### config.mk
export PLATFORM = sky130hd
export DESIGN_NAME = ordered_array_list
export DESIGN_NICKNAME = d
export VERILOG_FILES = /design/src/design/oal_pkg.sv /design/src/design/oal_cmp.sv /design/src/design/oal_core.sv /design/src/design/ordered_array_list.sv
export VERILOG_INCLUDE_DIRS = /design/src /design/src/design
export SDC_FILE = /design/constraint.sdc
export NUM_CORES = 1
export LEC_CHECK = 0
export BUFFER_PORTS_ARGS = -buffer_cell sky130_fd_sc_hd__buf_2
export CORE_UTILIZATION = 60
export CTS_BUF_LIST = sky130_fd_sc_hd__clkbuf_4
export CTS_CLUSTER_DIAMETER = 100
export DETAILED_ROUTE_END_ITERATION = 16
export GPL_TIMING_DRIVEN = 0
export PLACE_DENSITY = 0.79
export SYNTH_ARGS = -nofsm -noshare
export SYNTH_HDL_FRONTEND = slang
export SYNTH_SLANG_ARGS = --single-unit
### constraint.sdc
create_clock -name clk -period 9 [get_ports clk]
set_input_delay 0.45 -clock clk [delete_from_list [all_inputs] [get_ports clk]]
set_output_delay 0.45 -clock clk [all_outputs]
set_load 0.02 [all_outputs]
### src/design/assert_macros.svh
// Assertion macros shared by the list block's RTL.
// Defining NO_ASSERTIONS turns every macro into an empty statement.
`ifndef ASSERT_MACROS_SVH
`define ASSERT_MACROS_SVH

`ifndef NO_ASSERTIONS
`define OAL_ASSERT(label, clk, rst, prop) \
  label: assert property (@(posedge clk) disable iff (rst) prop) \
    else $error("property does not hold");
`define OAL_NEVER(label, clk, rst, cond) \
  label: assert property (@(posedge clk) disable iff (rst) !(cond)) \
    else $error("forbidden condition seen");
`else
`define OAL_ASSERT(label, clk, rst, prop)
`define OAL_NEVER(label, clk, rst, cond)
`endif

`endif

### src/design/oal_pkg.sv
// Package of the ordered list block: field widths, request and status codes,
// and the result record passed from the sequencer to the output stage.
// No dependencies.
`default_nettype none

package oal_pkg;

  localparam int REQ_W  = 4;
  localparam int POS_W  = 4;
  localparam int DATA_W = 32;
  localparam int IDX_W  = 4;
  localparam int STAT_W = 3;
  localparam int CNT_W  = 4;

  localparam int DEPTH_DEFAULT      = 8;
  localparam int WORD_WIDTH_DEFAULT = 32;

  localparam int IN_TDATA_W  = ((POS_W + DATA_W + 7) / 8) * 8;
  localparam int RES_W       = DATA_W + IDX_W + STAT_W + CNT_W;
  localparam int OUT_TDATA_W = ((RES_W + 7) / 8) * 8;

  localparam logic [REQ_W-1:0] REQ_INS_HEAD = 4'd0;
  localparam logic [REQ_W-1:0] REQ_INS_TAIL = 4'd1;
  localparam logic [REQ_W-1:0] REQ_INS_POS  = 4'd2;
  localparam logic [REQ_W-1:0] REQ_DEL_HEAD = 4'd3;
  localparam logic [REQ_W-1:0] REQ_DEL_TAIL = 4'd4;
  localparam logic [REQ_W-1:0] REQ_DEL_POS  = 4'd5;
  localparam logic [REQ_W-1:0] REQ_SEARCH   = 4'd6;
  localparam logic [REQ_W-1:0] REQ_READ     = 4'd7;
  localparam logic [REQ_W-1:0] REQ_CLEAR    = 4'd8;

  localparam logic [STAT_W-1:0] ST_OK       = 3'd0;
  localparam logic [STAT_W-1:0] ST_FULL     = 3'd1;
  localparam logic [STAT_W-1:0] ST_EMPTY    = 3'd2;
  localparam logic [STAT_W-1:0] ST_BADPOS   = 3'd3;
  localparam logic [STAT_W-1:0] ST_NOTFOUND = 3'd4;

  typedef struct packed {
    logic [CNT_W-1:0]         count;
    logic [STAT_W-1:0]        status;
    logic [IDX_W-1:0]         index;
    logic signed [DATA_W-1:0] data;
  } result_t;

endpackage

`default_nettype wire

### src/design/oal_cmp.sv
// Shared compare unit of the list block: word equality against the request
// key and sign extension of a stored word to the result width. Uses oal_pkg.
`default_nettype none

module oal_cmp #(
  parameter int WORD_WIDTH = oal_pkg::WORD_WIDTH_DEFAULT
) (
  input  wire logic [WORD_WIDTH-1:0]          word,
  input  wire logic [WORD_WIDTH-1:0]          key,
  output logic                                eq,
  output logic signed [oal_pkg::DATA_W-1:0]   word_ext
);
  import oal_pkg::*;

  assign eq       = (word == key);
  assign word_ext = DATA_W'($signed(word));

endmodule

`default_nettype wire

### src/design/oal_core.sv
// Sequencer of the list block with the entry memory. Shifts, searches and
// reads go one entry per cycle through a memory with one read and one write
// port and oal_cmp. Uses oal_pkg and oal_cmp.
`default_nettype none

module oal_core #(
  parameter int DEPTH      = oal_pkg::DEPTH_DEFAULT,
  parameter int WORD_WIDTH = oal_pkg::WORD_WIDTH_DEFAULT
) (
  input  wire logic                              clk,
  input  wire logic                              rst,
  input  wire logic                              in_valid,
  output logic                                   in_ready,
  input  wire logic [oal_pkg::REQ_W-1:0]         in_req,
  input  wire logic [oal_pkg::POS_W-1:0]         in_pos,
  input  wire logic signed [oal_pkg::DATA_W-1:0] in_value,
  output logic                                   res_valid,
  input  wire logic                              res_ready,
  output oal_pkg::result_t                       res
);
  import oal_pkg::*;

  localparam int AW = $clog2(DEPTH);
  localparam int CW = $clog2(DEPTH + 1);
  localparam int PW = ((CW > POS_W) ? CW : POS_W) + 1;

  localparam logic [2:0] S_IDLE   = 3'd0;
  localparam logic [2:0] S_SHUP   = 3'd1;
  localparam logic [2:0] S_INSWR  = 3'd2;
  localparam logic [2:0] S_SHDN   = 3'd3;
  localparam logic [2:0] S_DELCLR = 3'd4;
  localparam logic [2:0] S_SRCH   = 3'd5;
  localparam logic [2:0] S_READ   = 3'd6;
  localparam logic [2:0] S_DONE   = 3'd7;

  logic [2:0]              state;
  logic [CW-1:0]           cnt;
  logic [CW-1:0]           ptr;
  logic [AW-1:0]           at_r;
  logic [AW-1:0]           wa;
  logic                    pend;
  logic                    cap;
  logic [WORD_WIDTH-1:0]   key;
  logic signed [DATA_W-1:0] data_r;
  logic [IDX_W-1:0]        idx_r;
  logic [STAT_W-1:0]       stat_r;

  logic [WORD_WIDTH-1:0]   mem [DEPTH];
  logic [WORD_WIDTH-1:0]   rd_data;
  logic                    we;
  logic                    re;
  logic [AW-1:0]           waddr;
  logic [AW-1:0]           raddr;
  logic [WORD_WIDTH-1:0]   wdata;

  logic                    acc;
  logic                    is_full;
  logic                    is_empty;
  logic [PW-1:0]           pos_ext;
  logic [PW-1:0]           cnt_ext;
  logic                    ins_pos_ok;
  logic                    del_pos_ok;
  logic [AW-1:0]           at_pos;
  logic [2:0]              dec_state;
  logic [STAT_W-1:0]       dec_stat;
  logic [AW-1:0]           dec_at;
  logic [CW-1:0]           at_ext;
  logic                    up_more;
  logic                    dn_more;
  logic                    eq;
  logic                    match;
  logic signed [DATA_W-1:0] rd_ext;
  logic [AW:0]             idx_full;

  oal_cmp #(.WORD_WIDTH(WORD_WIDTH)) u_cmp (
    .word     (rd_data),
    .key      (key),
    .eq       (eq),
    .word_ext (rd_ext)
  );

  assign in_ready   = (state == S_IDLE);
  assign res_valid  = (state == S_DONE);
  assign acc        = in_valid && in_ready;
  assign is_full    = (cnt == CW'(DEPTH));
  assign is_empty   = (cnt == '0);
  assign pos_ext    = PW'(in_pos);
  assign cnt_ext    = PW'(cnt);
  assign ins_pos_ok = (pos_ext >= PW'(1)) && (pos_ext <= cnt_ext + PW'(1));
  assign del_pos_ok = (pos_ext >= PW'(1)) && (pos_ext <= cnt_ext);
  assign at_pos     = AW'(pos_ext - PW'(1));
  assign at_ext     = CW'(at_r);
  assign up_more    = (ptr > at_ext);
  assign dn_more    = (ptr < cnt);
  assign match      = pend && eq;
  assign idx_full   = {1'b0, wa} + (AW + 1)'(1);

  assign res.data   = data_r;
  assign res.index  = idx_r;
  assign res.status = stat_r;
  assign res.count  = CNT_W'(cnt);

  always_comb begin
    dec_state = S_DONE;
    dec_stat  = ST_OK;
    dec_at    = '0;
    unique case (in_req)
      REQ_INS_HEAD, REQ_INS_TAIL, REQ_INS_POS: begin
        if (is_full) begin
          dec_stat = ST_FULL;
        end else if (in_req == REQ_INS_POS && !ins_pos_ok) begin
          dec_stat = ST_BADPOS;
        end else begin
          dec_state = S_SHUP;
          if (in_req == REQ_INS_TAIL) begin
            dec_at = AW'(cnt);
          end else if (in_req == REQ_INS_POS) begin
            dec_at = at_pos;
          end
        end
      end
      REQ_DEL_HEAD, REQ_DEL_TAIL, REQ_DEL_POS: begin
        if (is_empty) begin
          dec_stat = ST_EMPTY;
        end else if (in_req == REQ_DEL_POS && !del_pos_ok) begin
          dec_stat = ST_BADPOS;
        end else begin
          dec_state = S_SHDN;
          if (in_req == REQ_DEL_TAIL) begin
            dec_at = AW'(cnt - CW'(1));
          end else if (in_req == REQ_DEL_POS) begin
            dec_at = at_pos;
          end
        end
      end
      REQ_SEARCH: begin
        if (is_empty) begin
          dec_stat = ST_EMPTY;
        end else begin
          dec_state = S_SRCH;
        end
      end
      REQ_READ: begin
        if (is_empty) begin
          dec_stat = ST_EMPTY;
        end else if (!del_pos_ok) begin
          dec_stat = ST_BADPOS;
        end else begin
          dec_state = S_READ;
          dec_at    = at_pos;
        end
      end
      default: begin
        dec_state = S_DONE;
      end
    endcase
  end

  always_comb begin
    we    = 1'b0;
    re    = 1'b0;
    waddr = wa;
    raddr = AW'(ptr);
    wdata = rd_data;
    unique case (state)
      S_IDLE: begin
        if (acc && dec_state == S_READ) begin
          re    = 1'b1;
          raddr = dec_at;
        end
      end
      S_SHUP: begin
        we = pend;
        if (up_more) begin
          re    = 1'b1;
          raddr = AW'(ptr - CW'(1));
        end
      end
      S_INSWR: begin
        we    = 1'b1;
        waddr = at_r;
        wdata = key;
      end
      S_SHDN: begin
        we = pend && !cap;
        re = dn_more;
      end
      S_DELCLR: begin
        we    = 1'b1;
        waddr = AW'(cnt - CW'(1));
        wdata = '0;
      end
      S_SRCH: begin
        re = !match && dn_more;
      end
      default: begin
        we = 1'b0;
      end
    endcase
  end

  always_ff @(posedge clk) begin
    if (we) begin
      mem[waddr] <= wdata;
    end
    if (re) begin
      rd_data <= mem[raddr];
    end
  end

  always_ff @(posedge clk) begin
    if (rst) begin
      state <= S_IDLE;
      cnt   <= '0;
      pend  <= 1'b0;
      cap   <= 1'b0;
    end else begin
      unique case (state)
        S_IDLE: begin
          if (acc) begin
            state  <= dec_state;
            stat_r <= dec_stat;
            data_r <= '0;
            idx_r  <= '0;
            at_r   <= dec_at;
            key    <= WORD_WIDTH'(in_value);
            pend   <= 1'b0;
            cap    <= 1'b1;
            ptr    <= (dec_state == S_SHUP) ? cnt : CW'(dec_at);
            if (in_req == REQ_CLEAR) begin
              cnt <= '0;
            end
          end
        end
        S_SHUP: begin
          if (up_more) begin
            wa   <= AW'(ptr);
            pend <= 1'b1;
            ptr  <= ptr - CW'(1);
          end else begin
            pend  <= 1'b0;
            state <= S_INSWR;
          end
        end
        S_INSWR: begin
          cnt   <= cnt + CW'(1);
          state <= S_DONE;
        end
        S_SHDN: begin
          if (pend && cap) begin
            data_r <= rd_ext;
            cap    <= 1'b0;
          end
          if (dn_more) begin
            wa   <= AW'(ptr - CW'(1));
            pend <= 1'b1;
            ptr  <= ptr + CW'(1);
          end else begin
            pend  <= 1'b0;
            state <= S_DELCLR;
          end
        end
        S_DELCLR: begin
          cnt   <= cnt - CW'(1);
          state <= S_DONE;
        end
        S_SRCH: begin
          if (match) begin
            idx_r  <= IDX_W'(idx_full);
            pend   <= 1'b0;
            state  <= S_DONE;
          end else if (dn_more) begin
            wa   <= AW'(ptr);
            pend <= 1'b1;
            ptr  <= ptr + CW'(1);
          end else begin
            stat_r <= ST_NOTFOUND;
            pend   <= 1'b0;
            state  <= S_DONE;
          end
        end
        S_READ: begin
          data_r <= rd_ext;
          state  <= S_DONE;
        end
        S_DONE: begin
          if (res_ready) begin
            state <= S_IDLE;
          end
        end
        default: begin
          state <= S_IDLE;
        end
      endcase
    end
  end

endmodule

`default_nettype wire

### src/design/ordered_array_list.sv
// Ordered list of signed words, fixed capacity DEPTH, with insert, delete,
// search, read and clear requests. Each request item on the slave stream
// gives exactly one result item on the master stream, in order.
// An item is taken when s_tvalid and s_tready are both high; s_tready is low
// while a request is being worked on. The result then sits in an output
// register until m_tready takes it, and the next request may be accepted
// meanwhile; a further result waits inside until that register is free.
// How long insert, delete and search take is set by the entry memory, with
// one read and one write port, which moves or compares one entry per cycle.
// A new item is taken at the earliest in the cycle after the previous result
// enters the output register.
// Reset empties the list at once; the entry memory needs no clearing pass,
// as only slots below the entry count are ever read.
// Depends on oal_pkg, oal_core, oal_cmp and assert_macros.svh.
`default_nettype none

module ordered_array_list #(
  parameter int DEPTH      = oal_pkg::DEPTH_DEFAULT,
  parameter int WORD_WIDTH = oal_pkg::WORD_WIDTH_DEFAULT
) (
  input  wire logic                               clk,
  input  wire logic                               rst,
  input  wire logic                               s_tvalid,
  output logic                                    s_tready,
  // position [3:0], value [35:4], zero fill above
  input  wire logic [oal_pkg::IN_TDATA_W-1:0]     s_tdata,
  // req_type [3:0]
  input  wire logic [oal_pkg::REQ_W-1:0]          s_tuser,
  output logic                                    m_tvalid,
  input  wire logic                               m_tready,
  // data_out [31:0], index_out [35:32], status [38:36], count_out [42:39],
  // zero fill above
  output logic [oal_pkg::OUT_TDATA_W-1:0]         m_tdata
);
  import oal_pkg::*;

  `include "assert_macros.svh"

  logic    res_valid;
  logic    res_ready;
  result_t res;
  result_t out_r;

  oal_core #(.DEPTH(DEPTH), .WORD_WIDTH(WORD_WIDTH)) u_core (
    .clk       (clk),
    .rst       (rst),
    .in_valid  (s_tvalid),
    .in_ready  (s_tready),
    .in_req    (s_tuser),
    .in_pos    (s_tdata[POS_W-1:0]),
    .in_value  (s_tdata[POS_W+DATA_W-1:POS_W]),
    .res_valid (res_valid),
    .res_ready (res_ready),
    .res       (res)
  );

  assign res_ready = !m_tvalid || m_tready;
  assign m_tdata   = OUT_TDATA_W'(out_r);

  always_ff @(posedge clk) begin
    if (rst) begin
      m_tvalid <= 1'b0;
    end else if (res_valid && res_ready) begin
      m_tvalid <= 1'b1;
    end else if (m_tready) begin
      m_tvalid <= 1'b0;
    end
  end

  always_ff @(posedge clk) begin
    if (res_valid && res_ready) begin
      out_r <= res;
    end
  end

  `OAL_ASSERT(a_busy_after_accept, clk, rst, s_tvalid && s_tready |=> !s_tready)
  `OAL_ASSERT(a_empty_has_no_entries, clk, rst, m_tvalid && out_r.status == ST_EMPTY |-> out_r.count == '0)
  `OAL_NEVER(a_status_in_range, clk, rst, m_tvalid && out_r.status > ST_NOTFOUND)

endmodule

`default_nettype wire

==> run_summary.xml <==
<?xml version="1.0" encoding="UTF-8"?>
<metrics>
  <group name="setup_path">
    <metric name="cp_cell_sequence" unit="">clkbuf_1, inv_1, ha_1, nand3_1, o221a_2, o21bai_2, a2bb2o_4, mux2_4, nor2_1, buf_1, a221oi_2</metric>
    <metric name="critical_path_maximum_fanout" unit="">10</metric>
    <metric name="worst-endpoint-arrival" unit="ns">4.68</metric>
    <metric name="cp_top_family" unit="">buffers and inverters</metric>
    <metric name="critical_path.slowest_cell" unit="">sky130_fd_sc_hd__buf_1</metric>
    <metric name="worst_ep_required_time" unit="ns">9.42</metric>
    <metric name="total_buffers_and_inverters_traversed_by_the_critical_path" unit="">3</metric>
    <metric name="worst_setup_path_end_kind" unit="">register</metric>
    <metric name="crit_path_start_kind" unit="">register</metric>
    <metric name="timing_worst_setup_path_type" unit="">reg2reg</metric>
    <metric name="critPathMaxStageDelay" unit="ns">0.77</metric>
  </group>
  <group name="cts">
    <metric name="number_of_buffers_added_by_the_clock_tree_synthesis_step" unit="">100</metric>
    <metric name="ctsResizeCount" unit="">0</metric>
    <metric name="htree_num_levels" unit="">3</metric>
    <metric name="clk_pin_slew" unit="ns">0.06</metric>
    <metric name="tritoncts_num_sinks" unit="">422</metric>
    <metric name="ctsRootBufferMaster" unit="">sky130_fd_sc_hd__clkbuf_4</metric>
    <metric name="cts_tree" unit="">yes</metric>
    <metric name="cts_buffer_depth" unit="">3</metric>
    <metric name="clock_latency_late_sink" unit="ns">0.74</metric>
  </group>
  <group name="final_layout">
    <metric name="stdcell_area" unit="sq mm">0.02065</metric>
    <metric name="post_route_cells_drive_above_1_share" unit="%">24.70</metric>
    <metric name="instances_no_fill" unit="">1782</metric>
    <metric name="post-route-util" unit="%">71.56</metric>
    <metric name="fin_nets" unit="">1393</metric>
    <metric name="multi_input_area" unit="sq mm">0.004761</metric>
    <metric name="num-fill-cells" unit="">1874</metric>
    <metric name="area.sequential" unit="sq mm">0.01257</metric>
    <metric name="flow.area_growth_from_synthesis" unit="%">16.51</metric>
  </group>
  <group name="outcome">
    <metric name="run_status" unit="">finished, final reports clean</metric>
  </group>
  <group name="yosys">
    <metric name="syn-mean-instance-area" unit="sq um">16.43</metric>
    <metric name="synth_top_area_cell" unit="">sky130_fd_sc_hd__edfxtp_1</metric>
    <metric name="yosys_warnings" unit="">0</metric>
    <metric name="ys_top_cells_by_count" unit="">sky130_fd_sc_hd__edfxtp_1, sky130_fd_sc_hd__mux2i_1, sky130_fd_sc_hd__a22o_1</metric>
    <metric name="post_synth_edffs" unit="">412</metric>
    <metric name="yosys-top-cells-area" unit="">sky130_fd_sc_hd__edfxtp_1, sky130_fd_sc_hd__mux2i_1, sky130_fd_sc_hd__a22o_1</metric>
    <metric name="yosys.cell_count.top_type" unit="">sky130_fd_sc_hd__edfxtp_1</metric>
    <metric name="netlist_area_before_placement" unit="sq mm">0.01772</metric>
    <metric name="yosys_most_used_dff" unit="">sky130_fd_sc_hd__edfxtp_1</metric>
    <metric name="synth_sequential_area_ratio" unit="%">70.93</metric>
    <metric name="ys_seq_elements" unit="">422</metric>
    <metric name="synth_cell_types" unit="">67</metric>
    <metric name="async_flop_share" unit="%">0</metric>
    <metric name="synthDominantCellAreaShare" unit="%">69.80</metric>
    <metric name="postSynthCellCount" unit="">1079</metric>
  </group>
  <group name="timing">
    <metric name="timing_worst_slew_pin_value" unit="ns">0.9945</metric>
    <metric name="fin_tns_setup" unit="ns">0</metric>
    <metric name="grt_setup_unrepaired" unit="">false</metric>
    <metric name="min_period_over_period" unit="%">47.28</metric>
    <metric name="timing.slew.headroom" unit="%">33.56</metric>
    <metric name="clock.fmax" unit="GHz">0.2350</metric>
    <metric name="setup-violations-final" unit="">0</metric>
    <metric name="maxSlewViolCount" unit="">0</metric>
    <metric name="finClkSkew" unit="ns">0.04665</metric>
    <metric name="final-hold-violation-count" unit="">0</metric>
    <metric name="post-route-min-period" unit="ns">4.255</metric>
  </group>
  <group name="hold_path">
    <metric name="holdCritPathClass" unit="">in2reg</metric>
  </group>
  <group name="power_and_ir_drop">
    <metric name="ir_worst_vdd" unit="V">0.0002182</metric>
    <metric name="total_power_per_unit_cell_area" unit="mW/mm^2">371.5</metric>
    <metric name="p_leak" unit="uW">0.007646</metric>
    <metric name="design_power_total" unit="uW">7672</metric>
  </group>
  <group name="routing">
    <metric name="detail_route.first_pass.iterations" unit="">5</metric>
    <metric name="routed_wire_length_per_instance" unit="um">23.49</metric>
    <metric name="totalWireLength" unit="mm">41.85</metric>
    <metric name="met2_wirelength" unit="mm">20.39</metric>
    <metric name="wl_met1" unit="mm">16.43</metric>
    <metric name="dr.max_layer_used" unit="">met4</metric>
    <metric name="drt_drc_violations_left" unit="">0</metric>
    <metric name="drt.antenna.violating_nets" unit="">0</metric>
    <metric name="vias" unit="">10897</metric>
    <metric name="avgViaCountPerCell" unit="">6.115</metric>
    <metric name="drt_iter0_markers" unit="">1153</metric>
    <metric name="dr_wl_met3" unit="mm">3.785</metric>
  </group>
  <group name="grt">
    <metric name="grt_pass1_vias" unit="">10818</metric>
    <metric name="grt_max_degree" unit="">27</metric>
    <metric name="grtUsageTotal" unit="%">28.19</metric>
    <metric name="grt_overflow" unit="">0</metric>
    <metric name="initial_antenna_violation_count" unit="">1</metric>
    <metric name="wire_length_of_the_first_global_routing_pass" unit="mm">62.80</metric>
  </group>
  <group name="run">
    <metric name="max_cap_viol_count" unit="">0</metric>
  </group>
  <group name="floorplan">
    <metric name="fp.dieW" unit="um">173.9</metric>
    <metric name="placementRows" unit="">62</metric>
    <metric name="dieHeight" unit="um">173.9</metric>
    <metric name="floorplan.initialDensity" unit="%">61.42</metric>
    <metric name="die-area" unit="sq mm">0.03023</metric>
    <metric name="ports" unit="">98</metric>
    <metric name="placeableCoreArea" unit="sq mm">0.02886</metric>
  </group>
  <group name="place">
    <metric name="dp.cells" unit="">1573</metric>
    <metric name="numPortBuffers" unit="">88</metric>
    <metric name="detailed_place_hpwl" unit="mm">27.45</metric>
    <metric name="placed_area" unit="sq mm">0.01908</metric>
    <metric name="gpl.final_weighted_congestion" unit="">0.9090</metric>
  </group>
</metrics>
what timing repair did:
item / 4_1_cts / 5_1_grt
buffers inserted: 0 / 0
hold buffers: 33 / 0
hold endpoints to repair: 33 / 0
sequential cells by signal (all words and copies together) (netlist names), 4 cells and up:
signal / count
u_core.mem: 256
m_tdata: 43
u_core.data_r: 32
u_core.key: 32
u_core.rd_data: 32
u_core.cnt: 4
u_core.idx_r: 4
u_core.ptr: 4
through the flow:
stage               hold slack (ns)  worst slack, ns
floorplan                    0.4003            4.607
global placement             0.4019            1.827
detailed placement           0.4045            4.809
CTS                         0.02130            4.766
global route                0.08121            4.566
finish                      0.07261            4.745
per-layer routing:
| layer | vias up | GRT usage [%] |
|---|---|---|
| li1 | 4842 | - |
| met1 | 5342 | 37.79 |
| met2 | 617 | 45.25 |
| met3 | 96 | 5.482 |
| met4 | 0 | 12.28 |
| met5 | - | 0 |
power breakdown:
| part | internal (uW) | switching, uW |
|---|---|---|
| combinational | 1100 | 1880 |
| sequential | 2990 | 202 |
| clock | 758 | 737 |
cells in the final DEF (no fill, tap or decap), types with 6 or more instances in the layout:
master and instances:
sky130_fd_sc_hd__a21o_1 6, sky130_fd_sc_hd__a21oi_1 32, sky130_fd_sc_hd__a221oi_2 31, sky130_fd_sc_hd__a22o_1 63, sky130_fd_sc_hd__and3_1 36, sky130_fd_sc_hd__buf_12 9, sky130_fd_sc_hd__buf_2 99, sky130_fd_sc_hd__buf_4 9
sky130_fd_sc_hd__buf_6 18, sky130_fd_sc_hd__clkbuf_1 24, sky130_fd_sc_hd__clkbuf_4 135, sky130_fd_sc_hd__clkinv_1 27, sky130_fd_sc_hd__clkinv_2 7, sky130_fd_sc_hd__dfxtp_1 10, sky130_fd_sc_hd__dlygate4sd3_1 33, sky130_fd_sc_hd__edfxtp_1 412
sky130_fd_sc_hd__ha_1 21, sky130_fd_sc_hd__inv_1 21, sky130_fd_sc_hd__mux2i_1 132, sky130_fd_sc_hd__nand2_1 33, sky130_fd_sc_hd__nand2b_1 8, sky130_fd_sc_hd__nand3_1 18, sky130_fd_sc_hd__nand4_1 11, sky130_fd_sc_hd__nor2_1 29
sky130_fd_sc_hd__nor2_4 7, sky130_fd_sc_hd__nor2b_1 6, sky130_fd_sc_hd__nor3_1 10, sky130_fd_sc_hd__o211ai_1 7, sky130_fd_sc_hd__o21ai_0 20, sky130_fd_sc_hd__xnor2_1 33, sky130_fd_sc_hd__xor2_1 7
final timing paths:
path	from	to	slack, ns	cells after the start
hold reg to reg	u_core.data_r[23]	m_tdata[23]	0.41	0
setup / recovery	u_core.cnt[2]	u_core.rd_data[11]	4.74	11
hold / removal	m_tready	m_tvalid	0.07	3
setup reg to reg	u_core.cnt[2]	u_core.rd_data[11]	4.74	11
final cells by class:
cell class / instances / share of cell area [%]
Antenna cell: 1 / 0.01212
Inverter: 22 / 0.3999
Multi-Input combinational cell: 579 / 23.05
Tap cell: 384 / 2.327
Buffer: 60 / 2.005
Timing Repair Buffer: 139 / 5.320
Clock inverter: 40 / 1.097
Clock buffer: 135 / 4.908
Sequential cell: 422 / 60.88
worst register-to-register path: cells and delay by family, from the launching register on:
family | cells | cell delay, ns
flip-flops | 1 | 0.42
multiplexers | 1 | 0.33
AO/OA/AOI/OAI | 4 | 1.11
buffers and inverters | 3 | 1.37
adder cells (fa/ha/maj) | 1 | 0.34
AND/OR/NAND/NOR | 2 | 0.36
kinds of logic (layout without fill, tap and decap cells):
logic type / Yosys count / after routing / share of synthesized area, %
AND/OR/NAND/NOR: 185 / 185 / 5.669
buffers and inverters: 82 / 396 / 2.802
flip-flops: 422 / 422 / 70.93
AO/OA/AOI/OAI: 195 / 195 / 9.579
adder cells (fa/ha/maj): 21 / 21 / 1.482
XOR/XNOR: 40 / 40 / 1.977
other: 1 / 6 / 0.02116
multiplexers: 133 / 133 / 7.539
No activity file was read; power rests on OpenSTA's default activity.
